File: src/rtl/pha_pkg.sv
// shared types and constants of the proximity haptic alerter
package pha_pkg;

  // configuration register indexes
  localparam logic [2:0] REG_ALPHA    = 3'd0;
  localparam logic [2:0] REG_QUALIFY  = 3'd1;
  localparam logic [2:0] REG_REST     = 3'd2;
  localparam logic [2:0] REG_PULSE    = 3'd3;
  localparam logic [2:0] REG_DUTY     = 3'd4;

  // configuration reset values
  localparam logic [15:0] ALPHA_RESET   = 16'd64225;
  localparam logic [7:0]  QUALIFY_RESET = 8'd80;
  localparam logic [7:0]  REST_RESET    = 8'd50;
  localparam logic [15:0] PULSE_RESET   = 16'd80;
  localparam logic [7:0]  DUTY_RESET    = 8'd104;

  // descending distance breakpoints
  localparam logic [15:0] BRK_1 = 16'd5504;
  localparam logic [15:0] BRK_2 = 16'd3130;
  localparam logic [15:0] BRK_3 = 16'd2360;
  localparam logic [15:0] BRK_4 = 16'd1720;
  localparam logic [15:0] BRK_5 = 16'd1442;
  localparam logic [15:0] BRK_LOW = 16'd700;

  localparam logic [9:0] INTERVAL_MAX = 10'd1023;

  // motor phases
  localparam logic [1:0] PH_STOP = 2'd0;
  localparam logic [1:0] PH_ON   = 2'd1;
  localparam logic [1:0] PH_REST = 2'd2;

  // chosen side codes
  localparam logic [1:0] SIDE_NONE  = 2'd0;
  localparam logic [1:0] SIDE_RIGHT = 2'd1;
  localparam logic [1:0] SIDE_LEFT  = 2'd2;

  localparam int QUEUE_DEPTH = 2;

  typedef struct packed {
    logic [15:0] alpha_q16;
    logic [7:0]  qualify_samples;
    logic [7:0]  rest_step_ms;
    logic [15:0] pulse_on_ms;
    logic [7:0]  drive_duty;
  } pha_cfg_t;

  typedef struct packed {
    logic [9:0]  held_right;
    logic [9:0]  held_left;
    logic [31:0] now_ms;
  } pha_entry_t;

endpackage

File: src/rtl/pha_in_if.sv
// poll channel: two distance samples and the millisecond time
interface pha_in_if;
  logic        valid;
  logic        ready;
  logic [15:0] raw_right;
  logic [15:0] raw_left;
  logic [31:0] now_ms;

  modport source (output valid, raw_right, raw_left, now_ms, input ready);
  modport sink (input valid, raw_right, raw_left, now_ms, output ready);
endinterface

File: src/rtl/pha_out_if.sv
// result channel: motor drive and held intervals
interface pha_out_if;
  logic       valid;
  logic       ready;
  logic [7:0] drive_level;
  logic [1:0] motor_phase;
  logic [9:0] interval_right;
  logic [9:0] interval_left;
  logic [1:0] chosen_side;

  modport source (output valid, drive_level, motor_phase, interval_right, interval_left,
                  chosen_side, input ready);
  modport sink (input valid, drive_level, motor_phase, interval_right, interval_left,
                chosen_side, output ready);
endinterface

File: src/rtl/pha_front.sv
// front part: sample smoothing, qualifying and band mapping per channel
module pha_front #(
  parameter int SAMPLE_BITS = 16
) (
  input  logic                clk,
  input  logic                rst,
  input  pha_pkg::pha_cfg_t   cfg,
  pha_in_if.sink              poll,
  output logic                push_valid,
  input  logic                push_ready,
  output pha_pkg::pha_entry_t push_data
);
  import pha_pkg::*;

  localparam logic [15:0] SMASK = 16'((33'd1 << SAMPLE_BITS) - 33'd1);

  typedef struct packed {
    logic [7:0] cnt;
    logic [9:0] held;
  } pha_chan_t;

  // s' = raw + a*(old - raw) / 65536, truncated
  function automatic logic [15:0] smooth_step(input logic [15:0] a, input logic [15:0] old,
                                              input logic [15:0] raw);
    logic signed [16:0] diff;
    logic signed [33:0] prod;
    logic signed [33:0] acc;
    diff = $signed({1'b0, old}) - $signed({1'b0, raw});
    prod = $signed({1'b0, a}) * diff;
    acc  = $signed({2'b00, raw, 16'h0000}) + prod;
    return acc[31:16];
  endfunction

  function automatic logic [2:0] band_of(input logic [15:0] v);
    logic [2:0] b;
    if (v >= BRK_2) b = 3'd1;
    else if (v >= BRK_3) b = 3'd2;
    else if (v >= BRK_4) b = 3'd3;
    else if (v >= BRK_5) b = 3'd4;
    else b = 3'd5;
    return b;
  endfunction

  function automatic pha_chan_t chan_step(input logic [15:0] s, input pha_chan_t cur,
                                          input logic [7:0] qs, input logic [7:0] step);
    pha_chan_t  nxt;
    logic [7:0] inc;
    logic [10:0] iv;
    inc = cur.cnt + 8'd1;
    iv  = 11'(band_of(s)) * 11'(step);
    if (s >= BRK_LOW) begin
      if (inc >= qs) begin
        nxt.cnt  = 8'd0;
        nxt.held = (iv > 11'(INTERVAL_MAX)) ? INTERVAL_MAX : iv[9:0];
      end else begin
        nxt.cnt  = inc;
        nxt.held = cur.held;
      end
    end else begin
      nxt.cnt  = 8'd0;
      nxt.held = 10'd0;
    end
    return nxt;
  endfunction

  logic        s1_valid;
  logic [31:0] now1;
  logic [15:0] smooth_right;
  logic [15:0] smooth_left;
  logic        s2_valid;
  logic [31:0] now2;
  logic [7:0]  qualify_right;
  logic [7:0]  qualify_left;
  logic [9:0]  held_right;
  logic [9:0]  held_left;

  logic        s1_load;
  logic        s1_move;
  logic        push_fire;
  pha_chan_t   right_next;
  pha_chan_t   left_next;

  assign push_fire  = s2_valid && push_ready;
  assign s1_move    = s1_valid && (!s2_valid || push_fire);
  assign poll.ready = !s1_valid || s1_move;
  assign s1_load    = poll.valid && poll.ready;

  assign right_next = chan_step(smooth_right, '{cnt: qualify_right, held: held_right},
                                cfg.qualify_samples, cfg.rest_step_ms);
  assign left_next  = chan_step(smooth_left, '{cnt: qualify_left, held: held_left},
                                cfg.qualify_samples, cfg.rest_step_ms);

  // stage 1: smoother state
  always_ff @(posedge clk) begin
    if (rst) begin
      s1_valid     <= 1'b0;
      smooth_right <= 16'd0;
      smooth_left  <= 16'd0;
    end else begin
      s1_valid <= s1_load || (s1_valid && !s1_move);
      if (s1_load) begin
        smooth_right <= smooth_step(cfg.alpha_q16, smooth_right, poll.raw_right & SMASK);
        smooth_left  <= smooth_step(cfg.alpha_q16, smooth_left, poll.raw_left & SMASK);
      end
    end
  end

  // stage 2: qualify counters and held intervals
  always_ff @(posedge clk) begin
    if (rst) begin
      s2_valid      <= 1'b0;
      qualify_right <= 8'd0;
      qualify_left  <= 8'd0;
      held_right    <= 10'd0;
      held_left     <= 10'd0;
    end else begin
      s2_valid <= s1_move || (s2_valid && !push_fire);
      if (s1_move) begin
        qualify_right <= right_next.cnt;
        held_right    <= right_next.held;
        qualify_left  <= left_next.cnt;
        held_left     <= left_next.held;
      end
    end
  end

  always_ff @(posedge clk) begin
    if (s1_load) now1 <= poll.now_ms;
    if (s1_move) now2 <= now1;
  end

  assign push_valid           = s2_valid;
  assign push_data.held_right = held_right;
  assign push_data.held_left  = held_left;
  assign push_data.now_ms     = now2;

endmodule

File: src/rtl/pha_queue.sv
// short queue between the front and back parts
module pha_queue (
  input  logic                clk,
  input  logic                rst,
  input  logic                push_valid,
  output logic                push_ready,
  input  pha_pkg::pha_entry_t push_data,
  output logic                pop_valid,
  input  logic                pop_ready,
  output pha_pkg::pha_entry_t pop_data
);
  import pha_pkg::*;

  localparam int PTR_W = (QUEUE_DEPTH > 1) ? $clog2(QUEUE_DEPTH) : 1;
  localparam int CNT_W = $clog2(QUEUE_DEPTH + 1);
  localparam logic [CNT_W-1:0] FULL = CNT_W'(QUEUE_DEPTH);
  localparam logic [PTR_W-1:0] LAST = PTR_W'(QUEUE_DEPTH - 1);

  pha_entry_t       slots [QUEUE_DEPTH];
  logic [PTR_W-1:0] wr_ptr;
  logic [PTR_W-1:0] rd_ptr;
  logic [CNT_W-1:0] count;
  logic             push;
  logic             pop;

  assign push_ready = (count != FULL);
  assign pop_valid  = (count != '0);
  assign push       = push_valid && push_ready;
  assign pop        = pop_valid && pop_ready;
  assign pop_data   = slots[rd_ptr];

  always_ff @(posedge clk) begin
    if (rst) begin
      wr_ptr <= '0;
      rd_ptr <= '0;
      count  <= '0;
    end else begin
      if (push) wr_ptr <= (wr_ptr == LAST) ? '0 : wr_ptr + PTR_W'(1);
      if (pop) rd_ptr <= (rd_ptr == LAST) ? '0 : rd_ptr + PTR_W'(1);
      case ({push, pop})
        2'b10:   count <= count + CNT_W'(1);
        2'b01:   count <= count - CNT_W'(1);
        default: count <= count;
      endcase
    end
  end

  always_ff @(posedge clk) begin
    if (push) slots[wr_ptr] <= push_data;
  end

  assert property (@(posedge clk) disable iff (rst) count <= FULL)
    else $error("queue count beyond depth");

endmodule

File: src/rtl/pha_back.sv
// back part: side choice, motor phase sequencer and result register
module pha_back (
  input  logic                clk,
  input  logic                rst,
  input  pha_pkg::pha_cfg_t   cfg,
  input  logic                pop_valid,
  output logic                pop_ready,
  input  pha_pkg::pha_entry_t pop_data,
  pha_out_if.source           result
);
  import pha_pkg::*;

  logic [1:0]  phase;
  logic [31:0] phase_start;
  logic [1:0]  phase_next;
  logic [31:0] phase_start_next;
  logic [1:0]  side;
  logic [9:0]  iv;
  logic [31:0] elapsed;
  logic        fire;
  logic        out_valid;

  assign fire      = pop_valid && (!out_valid || result.ready);
  assign pop_ready = !out_valid || result.ready;

  // smaller nonzero interval, ties to left
  always_comb begin
    if (pop_data.held_right == 10'd0 && pop_data.held_left == 10'd0) begin
      side = SIDE_NONE;
      iv   = 10'd0;
    end else if (pop_data.held_left == 10'd0) begin
      side = SIDE_RIGHT;
      iv   = pop_data.held_right;
    end else if (pop_data.held_right == 10'd0 || pop_data.held_left <= pop_data.held_right) begin
      side = SIDE_LEFT;
      iv   = pop_data.held_left;
    end else begin
      side = SIDE_RIGHT;
      iv   = pop_data.held_right;
    end
  end

  assign elapsed = pop_data.now_ms - phase_start;

  always_comb begin
    phase_next       = phase;
    phase_start_next = phase_start;
    unique case (phase)
      PH_STOP: begin
        if (iv != 10'd0) begin
          phase_next       = PH_ON;
          phase_start_next = pop_data.now_ms;
        end
      end
      PH_ON: begin
        if (elapsed >= 32'(cfg.pulse_on_ms)) begin
          phase_next       = PH_REST;
          phase_start_next = pop_data.now_ms;
        end
      end
      PH_REST: begin
        if (iv == 10'd0) begin
          phase_next = PH_STOP;
        end else if (elapsed >= 32'(iv)) begin
          phase_next       = PH_ON;
          phase_start_next = pop_data.now_ms;
        end
      end
      default: phase_next = PH_STOP;
    endcase
  end

  always_ff @(posedge clk) begin
    if (rst) begin
      phase       <= PH_STOP;
      phase_start <= 32'd0;
      out_valid   <= 1'b0;
    end else begin
      if (fire) begin
        phase       <= phase_next;
        phase_start <= phase_start_next;
        out_valid   <= 1'b1;
      end else if (result.ready) begin
        out_valid <= 1'b0;
      end
    end
  end

  always_ff @(posedge clk) begin
    if (fire) begin
      result.drive_level    <= (phase_next == PH_ON) ? cfg.drive_duty : 8'd0;
      result.motor_phase    <= phase_next;
      result.interval_right <= pop_data.held_right;
      result.interval_left  <= pop_data.held_left;
      result.chosen_side    <= side;
    end
  end

  assign result.valid = out_valid;

  assert property (@(posedge clk) disable iff (rst)
    result.valid && result.motor_phase != PH_ON |-> result.drive_level == 8'd0)
    else $error("motor driven outside a pulse");

  assert property (@(posedge clk) disable iff (rst)
    result.valid |-> (result.chosen_side == SIDE_NONE) ==
                     (result.interval_right == 10'd0 && result.interval_left == 10'd0))
    else $error("side choice disagrees with held intervals");

  assert property (@(posedge clk) disable iff (rst)
    result.valid && result.motor_phase == PH_ON && !$past(fire) |-> 1'b1 ##0
    result.chosen_side != SIDE_NONE || $past(phase) == PH_ON)
    else $error("pulse started with nothing near");

  assert property (@(posedge clk) disable iff (rst)
    phase != 2'd3)
    else $error("motor phase left the valid codes");

endmodule

File: src/rtl/proximity_haptic_alerter_core.sv
// top level of the proximity haptic alerter
// The block takes one poll (right and left distance samples plus the millisecond time)
// per clock while the result side is ready and returns one result per poll, in order. A
// poll passes the smoother and qualify stages, the queue and the result register. The
// rate is set by the smoother feedback: each channel folds its new sample into the
// smoothed value with one 17x17 multiply and add before stage 1. The front part smooths,
// counts in-range samples and maps the smoothed distance to a rest interval; a two-entry
// queue then hands the held intervals and the poll time to the back part, which picks the
// side with the shorter interval and steps the motor through stop, pulse and rest. Either
// side may stall without blocking the other until the queue fills. Configuration is taken
// on any cycle through cfg_we, cfg_index and cfg_data and should only change while idle.
module proximity_haptic_alerter_core #(
  parameter int SAMPLE_BITS = 16
) (
  input  logic        clk,
  input  logic        rst,
  input  logic        cfg_we,
  input  logic [2:0]  cfg_index,
  input  logic [15:0] cfg_data,
  pha_in_if.sink      poll,
  pha_out_if.source   result
);
  import pha_pkg::*;

  pha_cfg_t   cfg;
  logic       push_valid;
  logic       push_ready;
  pha_entry_t push_data;
  logic       pop_valid;
  logic       pop_ready;
  pha_entry_t pop_data;

  // configuration registers, unknown indexes are dropped
  always_ff @(posedge clk) begin
    if (rst) begin
      cfg.alpha_q16       <= ALPHA_RESET;
      cfg.qualify_samples <= QUALIFY_RESET;
      cfg.rest_step_ms    <= REST_RESET;
      cfg.pulse_on_ms     <= PULSE_RESET;
      cfg.drive_duty      <= DUTY_RESET;
    end else if (cfg_we) begin
      unique case (cfg_index)
        REG_ALPHA:   cfg.alpha_q16       <= cfg_data;
        REG_QUALIFY: cfg.qualify_samples <= cfg_data[7:0];
        REG_REST:    cfg.rest_step_ms    <= cfg_data[7:0];
        REG_PULSE:   cfg.pulse_on_ms     <= cfg_data;
        REG_DUTY:    cfg.drive_duty      <= cfg_data[7:0];
        default:     ;
      endcase
    end
  end

  // smoothing and interval mapping
  pha_front #(
    .SAMPLE_BITS(SAMPLE_BITS)
  ) u_front (
    .clk       (clk),
    .rst       (rst),
    .cfg       (cfg),
    .poll      (poll),
    .push_valid(push_valid),
    .push_ready(push_ready),
    .push_data (push_data)
  );

  // decoupling queue
  pha_queue u_queue (
    .clk       (clk),
    .rst       (rst),
    .push_valid(push_valid),
    .push_ready(push_ready),
    .push_data (push_data),
    .pop_valid (pop_valid),
    .pop_ready (pop_ready),
    .pop_data  (pop_data)
  );

  // side choice and motor sequencing
  pha_back u_back (
    .clk      (clk),
    .rst      (rst),
    .cfg      (cfg),
    .pop_valid(pop_valid),
    .pop_ready(pop_ready),
    .pop_data (pop_data),
    .result   (result)
  );

endmodule
File: src/flat_wrapper.sv
// flat-port wrapper written by rule: the top's interface ports become plain ports
module proximity_haptic_alerter_core_flat import pha_pkg::*;
#(
  parameter int SAMPLE_BITS = 16
)
  (clk, rst, cfg_we, cfg_index, cfg_data, poll_valid, poll_raw_right, poll_raw_left, poll_now_ms, poll_ready, result_valid, result_drive_level, result_motor_phase, result_interval_right, result_interval_left, result_chosen_side, result_ready);
  pha_in_if poll_i ();
  pha_out_if result_i ();
  input  logic clk;
  input  logic rst;
  input  logic cfg_we;
  input  logic [2:0] cfg_index;
  input  logic [15:0] cfg_data;
  input wire logic [$bits(poll_i.valid)-1:0] poll_valid;
  input wire logic [$bits(poll_i.raw_right)-1:0] poll_raw_right;
  input wire logic [$bits(poll_i.raw_left)-1:0] poll_raw_left;
  input wire logic [$bits(poll_i.now_ms)-1:0] poll_now_ms;
  output wire logic [$bits(poll_i.ready)-1:0] poll_ready;
  output wire logic [$bits(result_i.valid)-1:0] result_valid;
  output wire logic [$bits(result_i.drive_level)-1:0] result_drive_level;
  output wire logic [$bits(result_i.motor_phase)-1:0] result_motor_phase;
  output wire logic [$bits(result_i.interval_right)-1:0] result_interval_right;
  output wire logic [$bits(result_i.interval_left)-1:0] result_interval_left;
  output wire logic [$bits(result_i.chosen_side)-1:0] result_chosen_side;
  input wire logic [$bits(result_i.ready)-1:0] result_ready;
  assign poll_i.valid = poll_valid;
  assign poll_i.raw_right = poll_raw_right;
  assign poll_i.raw_left = poll_raw_left;
  assign poll_i.now_ms = poll_now_ms;
  assign poll_ready = poll_i.ready;
  assign result_valid = result_i.valid;
  assign result_drive_level = result_i.drive_level;
  assign result_motor_phase = result_i.motor_phase;
  assign result_interval_right = result_i.interval_right;
  assign result_interval_left = result_i.interval_left;
  assign result_chosen_side = result_i.chosen_side;
  assign result_i.ready = result_ready;
  proximity_haptic_alerter_core #(.SAMPLE_BITS(SAMPLE_BITS)) u_core (.clk(clk), .rst(rst), .cfg_we(cfg_we), .cfg_index(cfg_index), .cfg_data(cfg_data), .poll(poll_i), .result(result_i));
endmodule
File: config.mk
export PLATFORM = sky130hd
export DESIGN_NAME = proximity_haptic_alerter_core_flat
export DESIGN_NICKNAME = d
export VERILOG_FILES = /design/src/rtl/pha_pkg.sv /design/src/rtl/pha_in_if.sv /design/src/rtl/pha_out_if.sv /design/src/rtl/pha_front.sv /design/src/rtl/pha_queue.sv /design/src/rtl/pha_back.sv /design/src/rtl/proximity_haptic_alerter_core.sv /design/src/flat_wrapper.sv
export SDC_FILE = /design/constraint.sdc
export NUM_CORES = 2
export LEC_CHECK = 0
export ABC_AREA = 1
export BUFFER_PORTS_ARGS = -buffer_cell sky130_fd_sc_hd__buf_4
export CAP_MARGIN = 20
export CORE_MARGIN = 2
export CORE_UTILIZATION = 63
export CTS_CLUSTER_DIAMETER = 120
export DETAILED_ROUTE_END_ITERATION = 8
export GPL_TIMING_DRIVEN = 1
export PLACE_DENSITY = 0.86
export SLEW_MARGIN = 5
export SYNTH_ARGS = -nofsm -noshare
export SYNTH_HDL_FRONTEND = slang
export SYNTH_SLANG_ARGS = --single-unit
File: constraint.sdc
create_clock -name clk -period 12.98 [get_ports clk]
set_input_delay 0.649 -clock clk [delete_from_list [all_inputs] [get_ports clk]]
set_output_delay 0.649 -clock clk [all_outputs]
set_load 0.005 [all_outputs]
## Word-level counts from Yosys, hierarchy flattened

Memories as Yosys holds them, arrays and structs flattened. A register that Yosys moved wholly into a read port is not among the register bits.
Cells that the tools add are included.
W data, S select, Z words.

| storage, ports and cells | value |
|---|---|
| memory bits (writable) | 104 |
| input bits | 88 |
| register bits after elaboration | 261 |
| memories | 1 |
| output and inout port bits | 34 |
| logic and storage cells | 151 |

Memory list:

| memory | words | width | read ports | clocked after Yosys merged registers in | wr ports | line | RTL |
|---|---|---|---|---|---|---|---|
| u_core.u_queue.slots | 2 | 52 | 1 | 1 | 1 | pha_queue.sv:19 | `pha_entry_t slots [QUEUE_DEPTH];` |

| cells by class | value |
|---|---|
| $lt $le $gt $ge | 17 |
| add/sub/neg operators | 11 |
| $mul | 4 |
| reductions and logical operators | 37 |
| eq/ne operators | 16 |
| muxes and demuxes | 38 |

Operators with widths:

| kind | number |
|---|---|
| $mux W32 | 4 |
| $pmux W32 S3 | 1 |
| $mux W18 | 4 |
| $add A32 B32 Y32 | 2 |
| $ge A16 B11 Y1 const B | 4 |
| $ge A16 B12 Y1 const B | 4 |
| $mul A17 B17 Y32 | 2 |
| $mux W10 | 5 |
| $sub A16 B16 Y17 | 2 |
| $ge A16 B10 Y1 const B | 2 |
| $ge A32 B10 Y1 | 1 |
| $ge A32 B16 Y1 | 1 |
| $sub A32 B32 Y32 | 1 |
| $logic_not A10 Y1 | 3 |
| $gt A11 B10 Y1 const B | 2 |
| $mul A3 B8 Y11 | 2 |
| $mux W3 | 6 |
| $add A8 B1 Y8 const B | 2 |
| $ge A8 B8 Y1 | 2 |
| $reduce_and A2 Y1 | 7 |
| $mux W1 | 11 |
| $le A10 B10 Y1 | 1 |
| $mux W2 | 5 |
| $ne A2 B2 Y1 const B | 5 |
| other kinds (21) | 44 |

## Logic depth before layout (Yosys ltp)

| depth | value |
|---|---|
| depth in word-level cells | 10 |
| depth in mapped cells | 43 |
| mapped depth without buffers | 43 |

## Modules after synthesis

A second synthesis with hierarchy kept.

| second synthesis, totals | value |
|---|---|
| cell total of the unflattened synthesis | 5,350 |
| area, all modules | 41,607.4 um2 |

Modules (own cells, without submodules):

| module | area an instance (um2) | instances | sequential area each (um2) | cells an instance |
|---|---|---|---|---|
| pha_front | 28,502.3 | 1 | 3,323.2 | 3,766 |
| pha_back | 6,633.9 | 1 | 1,661.6 | 1,068 |
| pha_queue | 4,249.1 | 1 | 3,223.1 | 200 |
| proximity_haptic_alerter_core | 2,222.1 | 1 | 1,121.1 | 316 |

## Worst setup path before layout

Ideal clock, no wire load.

| timing | value |
|---|---|
| path kind | input to register |
| start | input port poll_raw_right[0] |
| end | register u_core.u_front.smooth_right[13] |
| slack | 5.266 ns |
| path buffers | 0 |
| arrival | 7.597 ns |
| cell stages on the path | 37 |
| required time | 12.863 ns |
| library setup time | 0.117 ns |
| path through | ha_1 > fa_1 > inv_1 > nand2_1 > nand2_1 > o21ai_0 > o21ai_0 > inv_1 > o21ai_1 > inv_1 > o21ai_0 > inv_1 > o21ai_1 > nand3_1 > nand3_1 > nand2_2 > inv_1 > nand2_1 > fa_1 > inv_1 > fa_1 > fa_1 > fa_1 > fa_1 > inv_1 > fa_1 > inv_1 > ha_1 > nand2_1 > nor4_1 > nand2_1 > o211ai_1 > nand3_1 > o2111ai_1 > nor2_1 > o221ai_1 > inv_1 |

| between the ends | value |
|---|---|
| longest elaborated chain between the ends | 3 |

RTL lines:

| item | line | RTL |
|---|---|---|
| start: declaration | flat_wrapper.sv:15 | `input wire logic [$bits(poll_i.raw_right)-1:0] poll_raw_right;` |
| $sub A16 B16 Y17 | pha_front.sv:28 | `diff = $signed({1'b0, old}) - $signed({1'b0, raw});` |
| $mul A17 B17 Y32 | pha_front.sv:29 | `prod = $signed({1'b0, a}) * diff;` |
| $add A32 B32 Y32 * | pha_front.sv:30 | `acc = $signed({2'b00, raw, 16'h0000}) + prod;` |
| end signal: assignment | pha_front.sv:102 | `smooth_right <= smooth_step(cfg.alpha_q16, smooth_right, poll.raw_right & SMASK);` |
| end: declaration | pha_front.sv:68 | `logic [15:0] smooth_right;` |

Every way passes the cells marked *; elsewhere a longest branch is shown, timed or not.
A chain may end at the register's enable or synchronous reset.

## Worst setup path in the final report

| timing | value |
|---|---|
| start | register u_core.u_front.smooth_right[0] |
| end | register u_core.u_front.smooth_right[13] |

| between the ends | value |
|---|---|
| longest elaborated chain between the ends | 3 |

RTL lines:

| item | line |
|---|---|
| $sub A16 B16 Y17 | pha_front.sv:28 |
| $mul A17 B17 Y32 | pha_front.sv:29 |
| $add A32 B32 Y32 | pha_front.sv:30 |

No other way between the ends.

==> impl_results.md <==
- P&R area growth vs syn: 7.28%
- Mapped Nets: about 5900
- DR iter-0 viols: 2914
- Boundary pin count: 122
- Reg-to-Reg End: u_core.u_front.smooth_right[13]
- Drt first pass iters: 7
- Total GRT Usage: 33.0%
- Seq cells post-synth: around 370
- Vias in the first global route: between 30000 and 40000
- Min-Delay Path Class: input pin to flop
- Drt wl/cell: about 18 um
- Max Cap Violations: 0
- Worst Reg2Reg Path Length in Cells: 39
- Most frequent cells after synthesis: inv_1, nand2_1, nor2_1, fa_1, ha_1
- Start of the worst register-to-register path: u_core.u_front.smooth_right[0]
- Synth area leaders: fa_1, edfxtp_1, ha_1
- Status: complete, no violations
- Hold path start: poll_now_ms[0]
- Grt total ovfl: 0
- Total number of vias: 33026
- Instance area at placement: slightly above 40000 um2
- YS warnings: 0
- CTS buffer count: 39
- FP Rows: just over 90
- Setup Buffers After CTS: 0
- Most area-hungry cell type in the Yosys netlist: fa_1
- Hold depth: 1
- WL met3: between 10 and 15 mm
- H-tree Lvls: 2
- Post-synthesis sequential area ratio: 23.5%
- RSZ-0062 raised after global routing: no
- NumNets Final: approximately 6000
- CP Capture Type: flop
- Met1 WL: 41.6 mm
- Die Width: ~260 um
- First-pass GRT wire length: approximately 170 mm
- Crit path max fanout: 9
- Max_slew headroom: 22.5%
- EDFF count, synth: 200
- Synth top area share: approximately a quarter
- Initial antenna violation count: 2
- Critical Path RT: between 10 and 15 ns
- Critical Path Slowest Stage Cell: fa_1
- Max-slew violations: 0
- Routability cong.: around 0.95
- Die height: 255 um
- Initial cell density of the core: 63.4%
- Met2 wire len: just under 50 mm
- Fmax: 118 MHz
- Fin crit period: about 8.5 ns
- Clock Tree Buf Depth: 3
- CTS Sinks: between 300 and 400
- Clk slew on worst S/H paths: about 0.060 ns
- Worst-case clock skew: approximately 0.039 ns
- CP max stage delay: 0.58 ns
- Hold path endpoint: u_core.u_front.now1[0]
- Antenna cell count: 0
- Area occupied by multi-input gates: roughly 25000 um2
- Highest metal used: met5
- Seq. cell area: between 9000 and 10000 um2
- Routed wire length: around 110 mm
- Antenna Nets Post-Route: 0
- Largest net degree at the start of global routing: 101
- Cts repair resizes: 0
- Yosys cell types: between 50 and 60
- Post-Synthesis Cells: 4984
- Number of vias per cell: 5.58
- Skew-Pair Late Insertion Delay: 0.59 ns
- Fraction of registers with async set/reset: 0%
- Syn avg cell area: between 7 and 8 um2
- Worst hold margin: approximately 0.24 ns
- Final std cell area, no fill: 42600 um2
- Worst slew pin tran: between 1 and 1.5 ns
- Worst EP arrival: between 9 and 10 ns
- Main synth FF type: edfxtp_1
- Remaining DRCs: 0
- Final setup violation count: 0
- WS Path Type: flop to flop
- DP Wirelength: roughly 81 mm
- Place WS: approximately 4.2 ns
- CP dominant cell by count: inv_1
- Setup ws final: ~4.5 ns
- Fin crit share: approximately 65%
- Full die area: roughly 65000 um2
- R2R Setup Slk: about 4.5 ns
- Clk Tree Root Cell: clkbuf_16
- Crit path launch type: flop
- Fraction of layout cells with a size suffix above 1: 6.02%
- Fin Setup TNS: 0 ns
- CTS tree: built
- Most frequent cell after synthesis: inv_1
- Hold buffers post-CTS: 0
- Endpoints failing hold: 0
- Core region area: 62700 um2
- Synth Cell Area: between 30000 and 40000 um2
- Fillers: roughly 5000
- Port bufs: roughly 120
## routing by layer
metal,vias up,track usage (%)
li1,15412,-
met2,1574,54.8
met4,4,12.4
met3,313,6.34
met1,15723,43.0
met5,-,1.05
## how the worst max path moves through the flow
stage | cells past startpoint | to | slack (ns) | from
finish | 39 | u_core.u_front.smooth_right[13] | 4.50 | u_core.u_front.smooth_right[0]
global route | 39 | u_core.u_front.smooth_right[13] | 3.82 | u_core.u_front.smooth_right[0]
CTS | 39 | u_core.u_front.smooth_right[13] | 4.57 | u_core.u_front.smooth_right[0]
detailed placement | 38 | u_core.u_front.smooth_right[13] | 4.17 | poll_raw_right[0]
global placement | 38 | u_core.u_front.smooth_right[13] | 4.35 | poll_raw_right[0]
floorplan | 37 | u_core.u_front.smooth_right[13] | 5.27 | poll_raw_right[0]
## final cells by class
type | count | area share (%)
sequential | 366 | 21.9
clock buffer | 53 | 2.51
clock inverter | 18 | 0.513
timing repair buffer | 148 | 2.63
inverter | 1214 | 10.7
tap | 846 | 2.48
multi-input combinational | 3269 | 59.3
## layout by cell type, fill, tap and decap left out, types with 40 or more instances in the layout
cell / instances
o21ai_0: 189
dfxtp_1: 165
clkbuf_16: 40
a21oi_1: 277
fa_1: 463
ha_1: 384
edfxtp_1: 200
nand3_1: 136
xor2_1: 51
inv_1: 1190
buf_4: 147
nor2_1: 473
nand2_1: 975
## through the flow
step | util, % | instances
global route | 68.0 | 5914
global placement | 65.9 | 5842
detailed placement | 65.9 | 5842
finish | 68.0 | 5914
floorplan | - | 4984
CTS | 68.0 | 5913
## flip-flops by register name, indices dropped and copies added, names as in the netlist, 16 cells and up, named ones only
register                     flops
u_core.u_front.smooth_right     16
u_core.u_queue.slots           104
u_core.u_front.smooth_left      16
u_core.u_back.phase_start       32
u_core.u_front.now1             32
u_core.u_front.now2             32
u_core.cfg                      56
## cells by family after synthesis
| kind of cell | count (synthesis) | share of synthesized area, % |
|---|---|---|
| DFF | 366 | 23.5 |
| adders and majority gates | 847 | 35.4 |
| xor gates and xnor gates | 72 | 1.59 |
| muxes | 4 | 0.107 |
| buffers and inverters | 1349 | 13.0 |
| and+or+nand+nor | 1764 | 18.4 |
| AOI/OAI and AO/OA | 582 | 8.03 |
## worst max-delay path: cells and delay by family (launching register included)
family	cells	cell delay, ns
adders and majority gates	9	4.03
buffers and inverters	10	0.95
and+or+nand+nor	12	1.51
DFF	1	0.31
AOI/OAI and AO/OA	8	1.65
Power is left out: the tool's default activity adds up to more than one toggle a clock period on the data nets, which glitch-free logic cannot reach.
